<file path="src/sv/scd_pkg.sv">
// Shared types, widths and reset constants of the signed command to dual PWM mapper.
package scd_pkg;

    localparam int CMD_W      = 16;
    localparam int CMAX_W     = 15;
    localparam int DUTY_W     = 24;
    localparam int GAIN_W     = 16;
    localparam int IDX_W      = 3;
    localparam int PROD_W     = CMAX_W + DUTY_W;
    localparam int NUM_W      = PROD_W + GAIN_W;
    localparam int SUM_W      = NUM_W + 1;
    localparam int GAIN_FRAC  = 12;
    localparam int COUNT_FRAC = 8;
    localparam int ROUND_SH   = GAIN_FRAC + COUNT_FRAC;
    localparam int HALF_SH    = ROUND_SH - 1;
    localparam int Q_W        = 17;
    localparam int REM_W      = CMAX_W;
    localparam int DIV_CELLS  = Q_W;

    typedef enum logic [1:0] {
        DIR_STOP = 2'd0,
        DIR_FWD  = 2'd1,
        DIR_REV  = 2'd2
    } t_dir;

    typedef enum logic [IDX_W-1:0] {
        REG_CMD_CEILING    = 3'd0,
        REG_CMD_FLOOR      = 3'd1,
        REG_ZERO_BAND      = 3'd2,
        REG_DUTY_CEILING   = 3'd3,
        REG_LEFT_DEADBAND  = 3'd4,
        REG_RIGHT_DEADBAND = 3'd5,
        REG_LEFT_GAIN      = 3'd6,
        REG_RIGHT_GAIN     = 3'd7
    } t_reg_idx;

    typedef struct packed {
        logic [CMAX_W-1:0]        cmd_ceiling;
        logic signed [CMD_W-1:0]  cmd_floor;
        logic [CMAX_W-1:0]        zero_band;
        logic [DUTY_W-1:0]        duty_ceiling;
        logic [DUTY_W-1:0]        left_deadband;
        logic [DUTY_W-1:0]        right_deadband;
        logic [GAIN_W-1:0]        left_gain;
        logic [GAIN_W-1:0]        right_gain;
    } t_cfg;

    localparam t_cfg CFG_RESET = '{
        cmd_ceiling:    15'd25600,
        cmd_floor:      -16'sd25600,
        zero_band:      15'd128,
        duty_ceiling:   24'd25344,
        left_deadband:  24'd3328,
        right_deadband: 24'd3328,
        left_gain:      16'd4096,
        right_gain:     16'd4096
    };

    typedef struct packed {
        logic             sat;
        logic [Q_W-1:0]   sat_val;
        logic [REM_W-1:0] rem;
        logic [Q_W-1:0]   bits;
    } t_lane;

    typedef struct packed {
        t_dir  dir;
        logic  zero;
        t_lane lane_l;
        t_lane lane_r;
    } t_div_data;

endpackage

</file>
<file path="src/sv/scd_div_cell.sv">
// One restoring divider cell that settles one quotient bit for each motor.
module scd_div_cell (
    input  logic                       i_clk,
    input  logic                       i_rst_n,
    input  logic [scd_pkg::CMAX_W-1:0] i_divisor,
    input  logic                       i_valid,
    input  scd_pkg::t_div_data         i_data,
    output logic                       o_ready,
    output logic                       o_valid,
    output scd_pkg::t_div_data         o_data,
    input  logic                       i_ready
);

    localparam int RW = scd_pkg::REM_W;
    localparam int QW = scd_pkg::Q_W;

    logic               r_valid;
    scd_pkg::t_div_data r_data;
    scd_pkg::t_div_data n_data;

    function automatic scd_pkg::t_lane f_step(scd_pkg::t_lane a, logic [RW-1:0] d);
        logic [RW:0]    trial;
        logic           take;
        scd_pkg::t_lane b;
        trial  = {a.rem, a.bits[QW-1]};
        take   = trial >= {1'b0, d};
        b      = a;
        b.rem  = take ? RW'(trial - {1'b0, d}) : trial[RW-1:0];
        b.bits = {a.bits[QW-2:0], take};
        return b;
    endfunction

    always_comb begin
        n_data        = i_data;
        n_data.lane_l = f_step(i_data.lane_l, i_divisor);
        n_data.lane_r = f_step(i_data.lane_r, i_divisor);
    end

    assign o_ready = !r_valid || i_ready;
    assign o_valid = r_valid;
    assign o_data  = r_data;

    always_ff @(posedge i_clk) begin
        if (!i_rst_n) begin
            r_valid <= 1'b0;
        end else if (o_ready) begin
            r_valid <= i_valid;
        end
    end

    always_ff @(posedge i_clk) begin
        if (o_ready) begin
            r_data <= n_data;
        end
    end

endmodule

</file>
<file path="config.mk">
export PLATFORM = sky130hd
export DESIGN_NAME = scd_div_cell
export DESIGN_NICKNAME = d
export VERILOG_FILES = /design/src/sv/scd_pkg.sv /design/src/sv/scd_div_cell.sv
export SDC_FILE = /design/constraint.sdc
export NUM_CORES = 1
export LEC_CHECK = 0
export ABC_AREA = 0
export BUFFER_PORTS_ARGS = -buffer_cell sky130_fd_sc_hd__buf_2
export CORE_UTILIZATION = 51
export DETAILED_ROUTE_END_ITERATION = 6
export GPL_TIMING_DRIVEN = 0
export HOLD_SLACK_MARGIN = 0.08
export PLACE_DENSITY = 0.83
export SKIP_LAST_GASP = 1
export SYNTH_ARGS = -nofsm -noshare
export SYNTH_HDL_FRONTEND = slang
export SYNTH_SLANG_ARGS = --single-unit
</file>
<file path="constraint.sdc">
create_clock -name i_clk -period 5.6 [get_ports i_clk]
set_input_delay 0.28 -clock i_clk [delete_from_list [all_inputs] [get_ports i_clk]]
set_output_delay 0.28 -clock i_clk [all_outputs]
set_load 0.01 [all_outputs]
</file>
After elaboration in Yosys (flattened, before gate mapping)

Cells that the tools add are included.

Register bits after elaboration: 104
Output and inout port bits: 105
Word-level logic and storage cells: 19

Add/subtract/negate cells: 2
$lt $le $gt $ge: 2
Muxes and demuxes: 2
Reductions and logical operators: 2

Operator list:

| cell                                             | count |
|---|---|
| 16-bit by 15-bit >= comparator with 1-bit output | 2 |
| 15-bit two-way mux                               | 2 |
| 15-bit subtractor                                | 2 |
| 1-bit logical NOT                                | 1 |
| 1-bit logical OR                                 | 1 |

Depth between registers and ports, before layout

Depth after elaboration: 2
Depth in mapped cells: 11
Depth with buffers taken out: 9

Least setup slack after synthesis

No wires, ideal clock.

Kind: input to register
From: in i_ready
To: reg r_valid, in the netlist o_valid
Setup time: 272 ps
Data arrival time: 3,174 ps
Setup slack: 2,155 ps
Stages: 2
Path buffers: 0
Path through: nand2b_1 -> a21boi_0

Longest elaborated chain between the ends: 1

RTL lines:

| what                 | line               | text |
|---|---|---|
| start, declared      | scd_div_cell.sv:11 | `input logic i_ready` |
| 1-bit logical OR     | scd_div_cell.sv:39 | `assign o_ready = !r_valid \|\| i_ready;` |
| end signal, assigned | scd_div_cell.sv:47 | `r_valid <= i_valid;` |
| end, declared        | scd_div_cell.sv:17 | `logic r_valid;` |

Every way passes these cells.
A chain may end at the register's enable or synchronous reset.

==> results.py <==
metrics = {
    "yosys": {
        "yosysWarningCount": 0,
        "ys_ff_latch": 104,
        "synthCells": 388,
        "synth_flop_cell": "edfxtp_1",
        "yosys-top-cells-area": "edfxtp_1, ha_1, a21oi_1",
        "syn_nets": 542,
        "synth_top_area_share_pct": 60.1,
        "synthArstFlopShare_pct": 0,
        "avgSynthCellArea_um2": 13.3,
        "synth_largest_area_cell": "edfxtp_1",
        "synth.cell_area_um2": 5150,
        "synth_edf_count": 103,
        "ys_seq_area_share_pct": 60.5,
        "synth_cell_type_count": 59,
    },
    "routing": {
        "drt_iter0_drc": 187,
        "drc": 0,
        "vias": 4464,
        "wire_per_inst_um": 18.6,
        "avgViaCountPerCell": 5.35,
        "drt_wl_total_mm": 15.5,
        "antenna_left": 0,
        "dr.pass1.iters": 5,
    },
    "hold_path": {
        "hold_start": "i_data[39]",
        "hold_class": "in -> reg",
        "holdPathStages": 1,
    },
    "timing": {
        "fmax_mhz": 392,
        "finalCritPeriodShare_pct": 45.6,
        "hold-worst-slack_ns": 0.141,
        "setup_viol": 0,
        "hold_viol": 0,
        "relSlewSlack_pct": 52.8,
        "rsz0062_at_grt": "false",
        "worst_pin_slew_ns": 0.702,
        "fin_tns_setup_ns": 0,
        "slew_viol_final": 0,
        "fin_skew_ns": 0.0172,
        "min_period_ns": 2.55,
    },
    "power_and_ir_drop": {
        "power.net_switching_mw": 0.570,
        "power.density_nw_per_um2": 262,
        "p_int_mw": 1.36,
        "power_mw": 1.93,
        "p_sw_share_pct": 29.5,
        "ir_worst_vdd_uv": 149,
        "clock_power_share_pct": 23.7,
        "pwr-share-seq_pct": 50.6,
        "leakagePower_nw": 3.30,
        "p_comb_share_pct": 25.7,
    },
    "clock_network": {
        "clock_latency_ns": 0.38,
        "cts_root_buf": "clkbuf_8",
        "cts_sinks": 104,
        "clock_path_buffers": 2,
        "ctsHtreeMaxLevel": 3,
        "cts_hold_buf": 70,
        "numCtsBuffers": 9,
        "cts_tree": "yes",
        "clk_pin_slew_worst_paths_ns": 0.10,
        "postCtsResizedCells": 0,
        "cts_setup_buffers": 0,
    },
    "placement": {
        "gp_congestion": 0.877,
        "dp_hpwl_mm": 10.2,
        "place_inst": 748,
        "io_buffers": 226,
    },
    "outcome": {
        "status": "finished, final reports clean",
    },
    "floorplan": {
        "io_pins": 227,
        "die_w_um": 102,
        "die-area_um2": 10500,
        "die_h_um": 102,
        "start_util_pct": 52.7,
        "num_rows": 36,
        "core_um2": 9770,
    },
    "layout": {
        "areaGrowthSynthToFinish_pct": 43.2,
        "final_common_cell": "buf_2",
        "final_cell_mix": "buf_2, edfxtp_1, dlygate4sd3_1, ha_1, inv_1",
        "drive_above_1_share_pct": 40.2,
        "instances_no_fill": 834,
        "finalNetCount": 850,
        "finalCoreUtilization_pct": 75.4,
        "num_antenna_cells": 0,
    },
    "critical_path": {
        "timing.rr.end": "o_valid",
        "start_kind": "input port",
        "crit_path_end_kind": "flip-flop",
        "critPathKind": "in -> reg",
        "reg2reg_depth": 3,
        "cp-startpoint": "i_divisor[0]",
        "timing.rr.start": "o_valid",
        "arrival_ns": 2.68,
        "critical_path.max_fanout": 10,
        "crit_end": "o_data[25]",
        "reg2reg_slack_ns": 3.96,
        "crit_required_ns": 5.73,
    },
    "global_routing": {
        "grt_pass1_wl_mm": 22.0,
        "grt_pass1_vias": 4307,
        "grt_max_degree": 58,
        "overflow": 0,
        "antenna_found_initial": 0,
        "grt_usage_pct": 28.7,
    },
    "flow_run": {
        "maxCapViolCount": 0,
    },
}
## routing by layer
layer  part of all wire, %  global-route usage [%]
met1                    37                    31.9
met2                    51                    52.2
met3                   9.2                    6.98
met4                   3.3                    12.3
met5                     0                       0
## sequential cells by signal (all words and copies together), names as in the netlist
register and count:
o_valid 1, o_data 103
## worst min-delay path by stage
stage               slack [ns]           to
floorplan                 0.38  o_data[100]
global placement          0.46  o_data[100]
detailed placement        0.46   o_data[40]
CTS                       0.10   o_data[39]
global route              0.11   o_data[39]
finish                    0.14   o_data[39]
## cells in the mapped netlist, types with 7 or more instances
cell type	instances
a21oi_1	26
edfxtp_1	103
ha_1	30
inv_1	29
mux2_2	9
mux2_4	7
nand2_1	14
nand3_1	10
nand4_1	9
nor2_1	27
o21ai_0	9
xnor2_1	10
xor2_1	7
## per-stage QoR
stage | instance area (µm²) | setup WS (ns)
after floorplan | 5150 | 2.15
after global placement | 6450 | 1.14
after detailed placement | 6480 | 2.69
after CTS | 7370 | 3.09
after global routing | 7370 | 2.97
final | 7370 | 3.05
## area by class of cell
class | count | area, µm²
sequential | 104 | 3110
fill | 612 | 2400
timing repair buffer | 297 | 1860
multi-input combinational | 243 | 1860
tap | 133 | 166
clock buffer | 9 | 124
inverter | 29 | 109
buffer | 12 | 77.6
clock inverter | 7 | 65.1
## power by group through the flow
stage	combinational, mW	clock (mW)	sequential, mW
global placement	0.432	0	0.992
CTS	0.489	0.465	0.973
detailed placement	0.447	0	0.990
global route	0.538	0.492	0.984
finish	0.497	0.458	0.978
floorplan	0.221	0	1.04
## kinds of logic (layout without fill, tap and decap cells)
logic type / Yosys count / after routing / synth area share [%]
mux: 18 / 18 / 4.40
flops: 104 / 104 / 60.5
simple gates: 91 / 91 / 9.06
compound gates: 85 / 85 / 11.5
xor+xnor: 17 / 17 / 2.89
buf+inv: 41 / 354 / 3.62
fa+ha+maj: 32 / 32 / 8.07
## worst max-delay path, cell delays in order
cell and delay, ns:
buf_2 0.12, ha_1 0.23, fa_1 0.40, and2b_2 0.25, o221ai_2 0.14, a31oi_4 0.31
nor3_2 0.10, o211a_1 0.26, buf_6 0.14, buf_12 0.15, mux2_4 0.30
(Power assumes the default switching activity.)
