File: config.mk
export PLATFORM = sky130hd
export DESIGN_NAME = scd_cfg_regs_flat
export DESIGN_NICKNAME = d
export VERILOG_FILES = /design/src/sv/scd_pkg.sv /design/src/sv/scd_cfg_if.sv /design/src/sv/scd_cfg_regs.sv /design/src/flat_wrapper.sv
export SDC_FILE = /design/constraint.sdc
export NUM_CORES = 1
export LEC_CHECK = 0
export ABC_AREA = 1
export BUFFER_PORTS_ARGS = -buffer_cell sky130_fd_sc_hd__buf_2
export CAP_MARGIN = 0
export CORE_ASPECT_RATIO = 0.9
export CORE_UTILIZATION = 40
export CTS_CLUSTER_SIZE = 10
export DETAILED_ROUTE_END_ITERATION = 10
export SYNTH_ARGS = -nofsm -noshare
export SYNTH_HDL_FRONTEND = slang
export SYNTH_SLANG_ARGS = --single-unit
export TNS_END_PERCENT = 30
File: constraint.sdc
create_clock -name i_clk -period 1.4 [get_ports i_clk]
set_input_delay 0.28 -clock i_clk [delete_from_list [all_inputs] [get_ports i_clk]]
set_output_delay 0.28 -clock i_clk [all_outputs]
set_load 0.02 [all_outputs]
File: src/sv/scd_pkg.sv
// Shared types, widths and reset constants of the signed command to dual PWM mapper.
package scd_pkg;

    localparam int CMD_W      = 16;
    localparam int CMAX_W     = 15;
    localparam int DUTY_W     = 24;
    localparam int GAIN_W     = 16;
    localparam int IDX_W      = 3;
    localparam int PROD_W     = CMAX_W + DUTY_W;
    localparam int NUM_W      = PROD_W + GAIN_W;
    localparam int SUM_W      = NUM_W + 1;
    localparam int GAIN_FRAC  = 12;
    localparam int COUNT_FRAC = 8;
    localparam int ROUND_SH   = GAIN_FRAC + COUNT_FRAC;
    localparam int HALF_SH    = ROUND_SH - 1;
    localparam int Q_W        = 17;
    localparam int REM_W      = CMAX_W;
    localparam int DIV_CELLS  = Q_W;

    typedef enum logic [1:0] {
        DIR_STOP = 2'd0,
        DIR_FWD  = 2'd1,
        DIR_REV  = 2'd2
    } t_dir;

    typedef enum logic [IDX_W-1:0] {
        REG_CMD_CEILING    = 3'd0,
        REG_CMD_FLOOR      = 3'd1,
        REG_ZERO_BAND      = 3'd2,
        REG_DUTY_CEILING   = 3'd3,
        REG_LEFT_DEADBAND  = 3'd4,
        REG_RIGHT_DEADBAND = 3'd5,
        REG_LEFT_GAIN      = 3'd6,
        REG_RIGHT_GAIN     = 3'd7
    } t_reg_idx;

    typedef struct packed {
        logic [CMAX_W-1:0]        cmd_ceiling;
        logic signed [CMD_W-1:0]  cmd_floor;
        logic [CMAX_W-1:0]        zero_band;
        logic [DUTY_W-1:0]        duty_ceiling;
        logic [DUTY_W-1:0]        left_deadband;
        logic [DUTY_W-1:0]        right_deadband;
        logic [GAIN_W-1:0]        left_gain;
        logic [GAIN_W-1:0]        right_gain;
    } t_cfg;

    localparam t_cfg CFG_RESET = '{
        cmd_ceiling:    15'd25600,
        cmd_floor:      -16'sd25600,
        zero_band:      15'd128,
        duty_ceiling:   24'd25344,
        left_deadband:  24'd3328,
        right_deadband: 24'd3328,
        left_gain:      16'd4096,
        right_gain:     16'd4096
    };

    typedef struct packed {
        logic             sat;
        logic [Q_W-1:0]   sat_val;
        logic [REM_W-1:0] rem;
        logic [Q_W-1:0]   bits;
    } t_lane;

    typedef struct packed {
        t_dir  dir;
        logic  zero;
        t_lane lane_l;
        t_lane lane_r;
    } t_div_data;

endpackage

File: src/sv/scd_cfg_if.sv
// Configuration write channel carrying a register index and write data.
interface scd_cfg_if;
    logic                           valid;
    logic                           ready;
    logic [scd_pkg::IDX_W-1:0]      index;
    logic [scd_pkg::DUTY_W-1:0]     data;

    modport source (output valid, output index, output data, input ready);
    modport sink (input valid, input index, input data, output ready);
endinterface

File: src/sv/scd_cfg_regs.sv
// Configuration register file with reset defaults.
module scd_cfg_regs (
    input  logic          i_clk,
    input  logic          i_rst_n,
    scd_cfg_if.sink       i_cfg,
    output scd_pkg::t_cfg o_cfg
);

    scd_pkg::t_cfg r_cfg;

    assign i_cfg.ready = 1'b1;
    assign o_cfg       = r_cfg;

    always_ff @(posedge i_clk) begin
        if (!i_rst_n) begin
            r_cfg <= scd_pkg::CFG_RESET;
        end else if (i_cfg.valid && i_cfg.ready) begin
            case (scd_pkg::t_reg_idx'(i_cfg.index))
                scd_pkg::REG_CMD_CEILING: begin
                    r_cfg.cmd_ceiling <= i_cfg.data[scd_pkg::CMAX_W-1:0];
                end
                scd_pkg::REG_CMD_FLOOR: begin
                    r_cfg.cmd_floor <= $signed(i_cfg.data[scd_pkg::CMD_W-1:0]);
                end
                scd_pkg::REG_ZERO_BAND: begin
                    r_cfg.zero_band <= i_cfg.data[scd_pkg::CMAX_W-1:0];
                end
                scd_pkg::REG_DUTY_CEILING: begin
                    r_cfg.duty_ceiling <= i_cfg.data;
                end
                scd_pkg::REG_LEFT_DEADBAND: begin
                    r_cfg.left_deadband <= i_cfg.data;
                end
                scd_pkg::REG_RIGHT_DEADBAND: begin
                    r_cfg.right_deadband <= i_cfg.data;
                end
                scd_pkg::REG_LEFT_GAIN: begin
                    r_cfg.left_gain <= i_cfg.data[scd_pkg::GAIN_W-1:0];
                end
                scd_pkg::REG_RIGHT_GAIN: begin
                    r_cfg.right_gain <= i_cfg.data[scd_pkg::GAIN_W-1:0];
                end
                default: begin
                end
            endcase
        end
    end

endmodule

File: src/flat_wrapper.sv
// flat-port wrapper written by rule: the top's interface ports become plain ports
module scd_cfg_regs_flat 
  (i_clk, i_rst_n, o_cfg, i_cfg_valid, i_cfg_index, i_cfg_data, i_cfg_ready);
  scd_cfg_if i_cfg_i ();
  input  logic i_clk;
  input  logic i_rst_n;
  output scd_pkg::t_cfg o_cfg;
  input wire logic [$bits(i_cfg_i.valid)-1:0] i_cfg_valid;
  input wire logic [$bits(i_cfg_i.index)-1:0] i_cfg_index;
  input wire logic [$bits(i_cfg_i.data)-1:0] i_cfg_data;
  output wire logic [$bits(i_cfg_i.ready)-1:0] i_cfg_ready;
  assign i_cfg_i.valid = i_cfg_valid;
  assign i_cfg_i.index = i_cfg_index;
  assign i_cfg_i.data = i_cfg_data;
  assign i_cfg_ready = i_cfg_i.ready;
  scd_cfg_regs u_core (.i_clk(i_clk), .i_rst_n(i_rst_n), .i_cfg(i_cfg_i), .o_cfg(o_cfg));
endmodule
---- Word-level counts from Yosys, hierarchy flattened ----
Cells that the tools add are included.
storage, ports and cells
  register bits after elaboration ......... 150
  bits in latches ......................... 0
  bits in writable memories ............... 0
  memory bits (read-only) ................. 0
  input bits .............................. 30
  output and inout bits ................... 151
  logic and storage cells ................. 24
  memories kept ........................... 0
cells by class
  $add $sub $neg .......................... 0
  $mul .................................... 0
  div/mod/pow operators ................... 0
  order comparisons ....................... 0
  eq/ne operators ......................... 7
  shift-type cells ........................ 0
  muxes and demuxes ....................... 0
  bitwise logic cells ..................... 0
  reduce and logical (&&, ||, !) cells .... 9
operators by type and width
  cell                  number
  $reduce_and A2 Y1     8
  $eq A3 B3 Y1 const B  4
  $eq A3 B2 Y1 const B  2
  $eq A3 B1 Y1 const B  1
  $logic_not A3 Y1      1

---- Logic depth before layout (Yosys ltp) ----
Gate-level depths: netlist of run 1.
  word-level depth ........................ 2
  depth in mapped cells ................... 7
  depth with buffers taken out ............ 5

---- Worst setup path after synthesis of run 1 ----
Ideal clock, no wire load.
  path kind ............................... input -> register
  start point ............................. input i_cfg_index[1]
  end point ............................... register u_core.r_cfg, in the netlist u_core.o_cfg[69]
  setup time .............................. 0.113 ns
  arrival time ............................ 0.967 ns
  required time ........................... 1.287 ns
  setup slack ............................. 0.320 ns
  cell stages on the path ................. 5
  buffers on the path ..................... 1
  cells stage by stage .................... nor2_2 > clkbuf_1 > nand3_1 > nand2_1 > nor2_1
on the way
  word-level cells in the longest chain between the ends .. 2
RTL lines
  element                             RTL line            text
  start, declared                     flat_wrapper.sv:9   input wire logic [$bits(i_cfg_i.index)-1:0] i_cfg_index;
  $eq A3 B3 Y1                        scd_cfg_regs.sv:18  case (scd_pkg::t_reg_idx'(i_cfg.index))
  $reduce_and A2 Y1 (no source line)  n/a
  end signal, assigned                scd_cfg_regs.sv:16  r_cfg <= scd_pkg::CFG_RESET;
  end, declared                       scd_cfg_regs.sv:9   scd_pkg::t_cfg r_cfg;
Every way passes these cells.
A chain may end at the register's enable or synchronous reset.

---- Worst setup path in the final report of run 1 ----
  start point ............................. register u_core.r_cfg, in the netlist u_core.o_cfg[103]
  end point ............................... output o_cfg[103] in the netlist's numbering
RTL lines
  element        RTL line           text
  end, declared  flat_wrapper.sv:7  output scd_pkg::t_cfg o_cfg;
No word-level cell between the ends.

==> out/summary.txt, run 1 <==
===============================================================================================
DR WL met3                                                                              1330 µm
Area of combinational cells with multiple inputs                                       2530 µm²
Number of iterations in the first detailed-routing pass                                       5
Number of I/O pins                                                                          181
Post-synthesis cell area                                                               5970 µm²
Number of global-route vias before repair                                                  5234
Quantity of I/O buffers inserted on ports                                                   179
Syn Nets                                                                                    869
Total negative slack for setup checks                                                      0 ns
RSZ-0062 raised after global routing                                                         no
Average wire per cell in the routed design                                              14.8 µm
Average instance area after synthesis                                                  7.12 µm²
Ordered list of cells on the worst path                                                   buf_2
Total setup buffers inserted after CTS                                                        0
Path type of the worst setup path                                                    reg -> out
Layout overhead on the synthesized area                                                   31.6%
Result of the run                                                                  finished clean
Ratio of final minimum period to clock period                                             0.906
Peak clock frequency supported by timing                                              0.789 GHz
Mapped Cells                                                                                839
Static leakage                                                                       0.00385 µW
Crit end category                                                                   output port
Number of levels the H-tree was split into                                                    4
Peak supply drop                                                                         899 µV
Portion of total power attributed to sequential cells                                     0.429
Net switching power                                                                     2630 µW
Crit path required time                                                                 1.12 ns
Number of sinks on the clock net                                                            150
Total core area                                                                       14300 µm²
Largest cells by area after synthesis                                              sky130_fd_sc_hd__dfxtp_1, sky130_fd_sc_hd__nor2_1, sky130_fd_sc_hd__nand2_1, sky130_fd_sc_hd__nand3_1, sky130_fd_sc_hd__buf_4
Die extent in x                                                                          131 µm
Fraction of the yosys area taken by sequential cells                                      0.503
Clock insertion delay at the later pin of the skew report                               0.42 ns
Number of DRC markers in iteration 0                                                        393
GRT overflow                                                                                  0
Kind of launch point of the worst setup path                                          flip-flop
Worst Path Buf+Inv                                                                            1
Crit path time final                                                                    1.27 ns
Number of buffers created by CTS                                                             17
Worst Hold Class                                                                      in -> reg
Standard-cell rows                                                                           41
Slowest library cell on the worst path                                             sky130_fd_sc_hd__dfxtp_1
Largest net degree at the start of global routing                                            63
Fraction of synthesized cell area taken by the top area cell type                         0.503
Global-route wire length before repair                                                 27900 µm
Met2 WL                                                                                 7820 µm
Final-layout fill cell count                                                               1429
Number of flip-flops under the largest register name                                        150
Tot GR Track Use                                                                          0.241
Core Util, Final                                                                          0.549
Number of nets in the final layout                                                         1043
Yosys cell types                                                                             17
Total detailed-routing wirelength                                                      18100 µm
Combinational share of power                                                              0.114
Via count normalized by instance count                                                     4.73
Post_cts resized                                                                              0
DRC                                                                                           0
Final Skew                                                                                 0 ns
Highest-count cells in the layout ignoring fill and taps                           sky130_fd_sc_hd__nor2_1, sky130_fd_sc_hd__nand2_1, sky130_fd_sc_hd__buf_2
Max Cap Violations                                                                            0
Synth warnings                                                                                0
Critical path arrival                                                                   0.99 ns
Cts-stage hold buffer count                                                                   0
Clock tree buffer depth                                                                       2
Highest signal layer in the routed design                                                  met4
Count of vias placed by the detailed router                                                5761
Die outline area                                                                      15400 µm²
Placed cell count                                                                          1187
Family of cells with the greatest summed delay on the critical path                  flip-flops
Sequential standard cell area                                                          3000 µm²
Cell taking the most area after synthesis                                          sky130_fd_sc_hd__dfxtp_1
Layout cell share with drive strength beyond 1                                            0.248
Largest stage delay on the critical path                                                0.38 ns
Number of max-slew violations in the final report                                             0
Largest fanout on the critical path                                                           2
Leading cell type in the layout, fill and taps excluded                            sky130_fd_sc_hd__nor2_1
Number of antenna violations at the first check in global routing                             0
Met1 wire length                                                                        8610 µm
Number of register bits inferred by synthesis                                               150
Count of placed standard cells in the final layout, fillers left out                       1219
Diode count                                                                                   0
Hold violation count in the final report                                                      0
DRT antenna net count                                                                         0
Clock input transition at the sequential cells of the worst setup and hold paths        0.06 ns
Switching share of total power                                                            0.250
Final weighted congestion in routability-driven placement                                 0.792
Detailed-placement wirelength estimate                                                 11900 µm
Relative contribution of the clock network to total power                                 0.457
Pwr Density                                                                         1330 nW/µm²
Initial Util                                                                              0.417
CTS tree                                                                                    yes
Die H                                                                                    118 µm
Clock root buffer master                                                           sky130_fd_sc_hd__clkbuf_16
Internal power                                                                          7860 µW
Final setup fails                                                                             0
===============================================================================================
final timing paths:
check / end / start / slack (ns) / cells past startpoint
worst min-delay path: u_core.o_cfg[111] / i_cfg_data[7] / 0.07 / 3
worst max register to register: u_core.o_cfg[117] / u_core.o_cfg[117] / 0.80 / 2
worst min register to register: u_core.o_cfg[89] / u_core.o_cfg[89] / 0.46 / 2
worst max-delay path: o_cfg[103] / u_core.o_cfg[103] / 0.13 / 1
cell type report:
type / instances / area share
sequential: 150 / 0.382
tap: 193 / 0.0307
clock inverter: 7 / 0.0148
timing repair buffer: 209 / 0.172
multi-input combinational: 605 / 0.322
clock buffer: 25 / 0.0643
inverter: 30 / 0.0143
synthesized netlist by cell type, drive strengths merged:
| library cell | count |
|---|---|
| o21ai | 2 |
| dfxtp | 150 |
| nand2 | 195 |
| clkbuf | 5 |
| buf | 49 |
| inv | 30 |
| conb | 1 |
| nor2 | 272 |
| nand3 | 135 |
worst min-delay path: cells and delay by family:
kind	cells	cell delay, ns
buffers and inverters	1	0.09
AND/OR/NAND/NOR	2	0.10
power by group through the flow:
stage	Sequential [µW]	Combinational, µW	Clock [µW]
final	4500	1190	4790
after global routing	4520	1310	5060
after CTS	4500	1200	4860
after detailed placement	4600	1200	0
after global placement	4590	1190	0
after floorplan	4770	562	0
stage by stage:
step	hold WS, ns	cell area, µm²	power (µW)	worst slack [ns]
3_5_place_dp	0.444	7240	5790	0.119
5_1_grt	0.0698	7860	10900	0.105
2_1_floorplan	0.393	5970	5330	0.320
6_report	0.0726	7860	10500	0.132
3_3_place_gp	0.446	7240	5790	0.135
4_1_cts	0.0548	7860	10600	0.109
per-layer routing:
metal / track usage / up-vias
li1: - / 2943
met1: 0.330 / 2593
met2: 0.358 / 203
met3: 0.0677 / 22
met4: 0.0891 / 0
met5: 0 / -
cell families after synthesis:
| kind of cell | Yosys count | synth area share |
|---|---|---|
| and+or+nand+nor | 602 | 0.420 |
| DFF | 150 | 0.503 |
| buffers and inverters | 84 | 0.0744 |
| AOI/OAI and AO/OA | 2 | 0.00168 |
| other | 1 | 0.000628 |
(Power assumes the default switching activity.)
==> inputs of run 2 (changes only) <==
--- a/config.mk
+++ b/config.mk
@@ -7,3 +7,2 @@
 export LEC_CHECK = 0
-export ABC_AREA = 1
 export BUFFER_PORTS_ARGS = -buffer_cell sky130_fd_sc_hd__buf_2
@@ -11,5 +10,6 @@
 export CORE_ASPECT_RATIO = 0.9
-export CORE_UTILIZATION = 40
+export CORE_UTILIZATION = 50
 export CTS_CLUSTER_SIZE = 10
 export DETAILED_ROUTE_END_ITERATION = 10
+export PLACE_DENSITY = 0.79
 export SYNTH_ARGS = -nofsm -noshare
==> constraint.sdc (replaced) <==
create_clock -name i_clk -period 1.4 [get_ports i_clk]
set_input_delay 0.42 -clock i_clk [delete_from_list [all_inputs] [get_ports i_clk]]
set_output_delay 0.42 -clock i_clk [all_outputs]
set_load 0.02 [all_outputs]
==> out/summary.txt, run 2 <==
===============================================================================================
Worst Path Buf+Inv                                                                            1
Ordered list of cells on the worst path                                                   buf_2
Area of combinational cells with multiple inputs                                       2380 µm²
DRC                                                                                           0
Total detailed-routing wirelength                                                      14600 µm
Clock insertion delay at the later pin of the skew report                               0.40 ns
Largest fanout on the critical path                                                           2
Die H                                                                                    102 µm
Critical path arrival                                                                   0.96 ns
Die outline area                                                                      11600 µm²
Via count normalized by instance count                                                     5.03
Highest-count cells in the layout ignoring fill and taps                           sky130_fd_sc_hd__buf_2, sky130_fd_sc_hd__nand2_1, sky130_fd_sc_hd__mux2i_1, sky130_fd_sc_hd__dfxtp_1, sky130_fd_sc_hd__nor2b_1
GRT overflow                                                                                  0
Cts-stage hold buffer count                                                                   0
Most frequent cell after synthesis                                                 sky130_fd_sc_hd__nand2_1
Final weighted congestion in routability-driven placement                                 0.777
Fraction of the yosys area taken by sequential cells                                      0.535
Crit path required time                                                                 0.98 ns
DRT antenna net count                                                                         0
Result of the run                                                                  finished clean
Largest stage delay on the critical path                                                0.37 ns
Proportion of register bits with asynchronous set or reset after synthesis                    0
Clock input transition at the sequential cells of the worst setup and hold paths        0.06 ns
Global-route wire length before repair                                                 22100 µm
Crit path time final                                                                    1.38 ns
Average instance area after synthesis                                                  10.4 µm²
Number of sinks on the clock net                                                            150
Core Util, Final                                                                          0.687
Prevailing post-synth register cell                                                sky130_fd_sc_hd__dfxtp_1
Family of cells with the greatest summed delay on the critical path                  flip-flops
Final setup fails                                                                             0
Largest net degree at the start of global routing                                            57
Kind of launch point of the worst setup path                                          flip-flop
Cell types with the highest counts after synthesis                                 sky130_fd_sc_hd__nand2_1, sky130_fd_sc_hd__dfxtp_1, sky130_fd_sc_hd__mux2i_1, sky130_fd_sc_hd__nor2b_1, sky130_fd_sc_hd__clkbuf_1
Peak clock frequency supported by timing                                              0.726 GHz
Clock root buffer master                                                           sky130_fd_sc_hd__clkbuf_16
Number of I/O pins                                                                          181
Slowest library cell on the worst path                                             sky130_fd_sc_hd__dfxtp_1
Number of flops mapped to enable cells by yosys                                               0
Quantity of I/O buffers inserted on ports                                                   179
Standard-cell rows                                                                           36
Placed instance area                                                                   6840 µm²
Yosys cell types                                                                             17
Number of levels the H-tree was split into                                                    4
Detailed-placement wirelength estimate                                                 10200 µm
Sequential standard cell area                                                          3000 µm²
Post-synthesis cell area                                                               5610 µm²
Leading cell type in the layout, fill and taps excluded                            sky130_fd_sc_hd__buf_2
Post-Layout Inst Area                                                                  7460 µm²
Layout overhead on the synthesized area                                                   33.0%
Static leakage                                                                       0.00401 µW
Number of nets in the final layout                                                          752
Final Skew                                                                                 0 ns
Number of buffers created by CTS                                                             17
Hold violation count in the final report                                                      0
Initial Util                                                                              0.517
Clock tree buffer depth                                                                       2
Diode count                                                                                   0
Fraction of synthesized cell area taken by the top area cell type                         0.535
Final-layout fill cell count                                                                838
Number of register bits inferred by synthesis                                               150
Total core area                                                                       10900 µm²
Layout cell share with drive strength beyond 1                                            0.325
Worst flop-to-flop path startpoint                                                 u_core.o_cfg[137]
Critical path origin                                                               u_core.o_cfg[133]
Crit end category                                                                   output port
Hold path startpoint                                                               i_cfg_data[9]
Die extent in x                                                                          114 µm
Number of flip-flops under the largest register name                                        150
Largest cells by area after synthesis                                              sky130_fd_sc_hd__dfxtp_1, sky130_fd_sc_hd__mux2i_1, sky130_fd_sc_hd__nand2_1, sky130_fd_sc_hd__nor2b_1, sky130_fd_sc_hd__clkbuf_1
Path type of the worst setup path                                                    reg -> out
Cell taking the most area after synthesis                                          sky130_fd_sc_hd__dfxtp_1
Number of global-route vias before repair                                                  4229
Ratio of final minimum period to clock period                                             0.984
Number of antenna violations at the first check in global routing                             0
Number of DRC markers in iteration 0                                                        190
Syn Nets                                                                                    569
Tot GR Track Use                                                                          0.255
Number of max-slew violations in the final report                                             0
Mapped Cells                                                                                539
Worst Hold Class                                                                      in -> reg
Max Cap Violations                                                                            0
Count of vias placed by the detailed router                                                4458
Synth warnings                                                                                0
CTS tree                                                                                    yes
Pwr Density                                                                         1320 nW/µm²
Number of iterations in the first detailed-routing pass                                       4
Peak supply drop                                                                         797 µV
RSZ-0062 raised after global routing                                                         no
Average wire per cell in the routed design                                              16.5 µm
===============================================================================================
==> run 2: cell types whose count changed in the layout (fill, tap and decap cells not counted), moves of 3 or more <==
cell,delta
sky130_fd_sc_hd__buf_12,-6
sky130_fd_sc_hd__nand3_1,-135
sky130_fd_sc_hd__nor2_1,-260
sky130_fd_sc_hd__nand4b_1,+3
sky130_fd_sc_hd__clkbuf_8,-5
sky130_fd_sc_hd__mux2i_1,+150
sky130_fd_sc_hd__buf_4,+8
sky130_fd_sc_hd__inv_1,-28
sky130_fd_sc_hd__nor2_4,-10
sky130_fd_sc_hd__buf_2,-3
sky130_fd_sc_hd__nor2b_1,+29
sky130_fd_sc_hd__nand2_1,-39
sky130_fd_sc_hd__clkinvlp_4,+3
==> run 2: kinds of logic after synthesis <==
logic type	synth area share
buffers and inverters	0.0415
flip-flops	0.535
multiplexers	0.268
other	0.000669
AND/OR/NAND/NOR	0.155
==> run 2: final timing paths <==
check | slack [ns] | end | cells past startpoint
max | 0.02 | o_cfg[133] | 1
min | 0.30 | u_core.o_cfg[89] | 3
max reg2reg | 0.70 | u_core.o_cfg[137] | 2
min reg2reg | 0.45 | u_core.o_cfg[25] | 2
==> run 2: per-layer routing <==
metal / vias up / part of all wire / wire, µm / GRT usage
li1: 2149 / - / - / -
met1: 2154 / 0.43 / 6280 / 0.300
met2: 140 / 0.50 / 7240 / 0.446
met3: 15 / 0.062 / 912 / 0.0824
met4: 0 / 0.013 / 184 / 0.0779
met5: - / 0 / 0 / 0
==> run 2: what timing repair did <==
action	4_1_cts	5_1_grt
endpoints found under the setup margin	0	3
gates resized for setup	0	4
setup buffers	0	0
hold endpoints to repair	0	0
==> run 2: cell type report <==
class	instances	area share
Multi-Input combinational cell	345	0.319
Tap cell	152	0.0255
Timing Repair Buffer	208	0.171
Clock buffer	20	0.0585
Clock inverter	12	0.0238
Sequential cell	150	0.403
==> run 2: stage by stage <==
stage	setup WS, ns	instances	hold slack (ns)	setup TNS [ns]	total power (µW)
5_1_grt	0.000457	887	0.299	0	10200
3_5_place_dp	-0.143	855	0.449	-3.19	5250
3_3_place_gp	-0.127	855	0.440	-2.15	5230
2_1_floorplan	-0.167	539	0.533	-1.77	4940
4_1_cts	0.0227	887	0.289	0	9940
6_report	0.0223	887	0.296	0	9870
==> run 2: where the power goes <==
part | switching [µW] | leakage [µW] | internal [µW]
clock network | 1720 | 0.000287 | 2980
registers | 49.0 | 0.00121 | 4360
logic | 460 | 0.00251 | 291
total | 2230 | 0.00401 | 7640
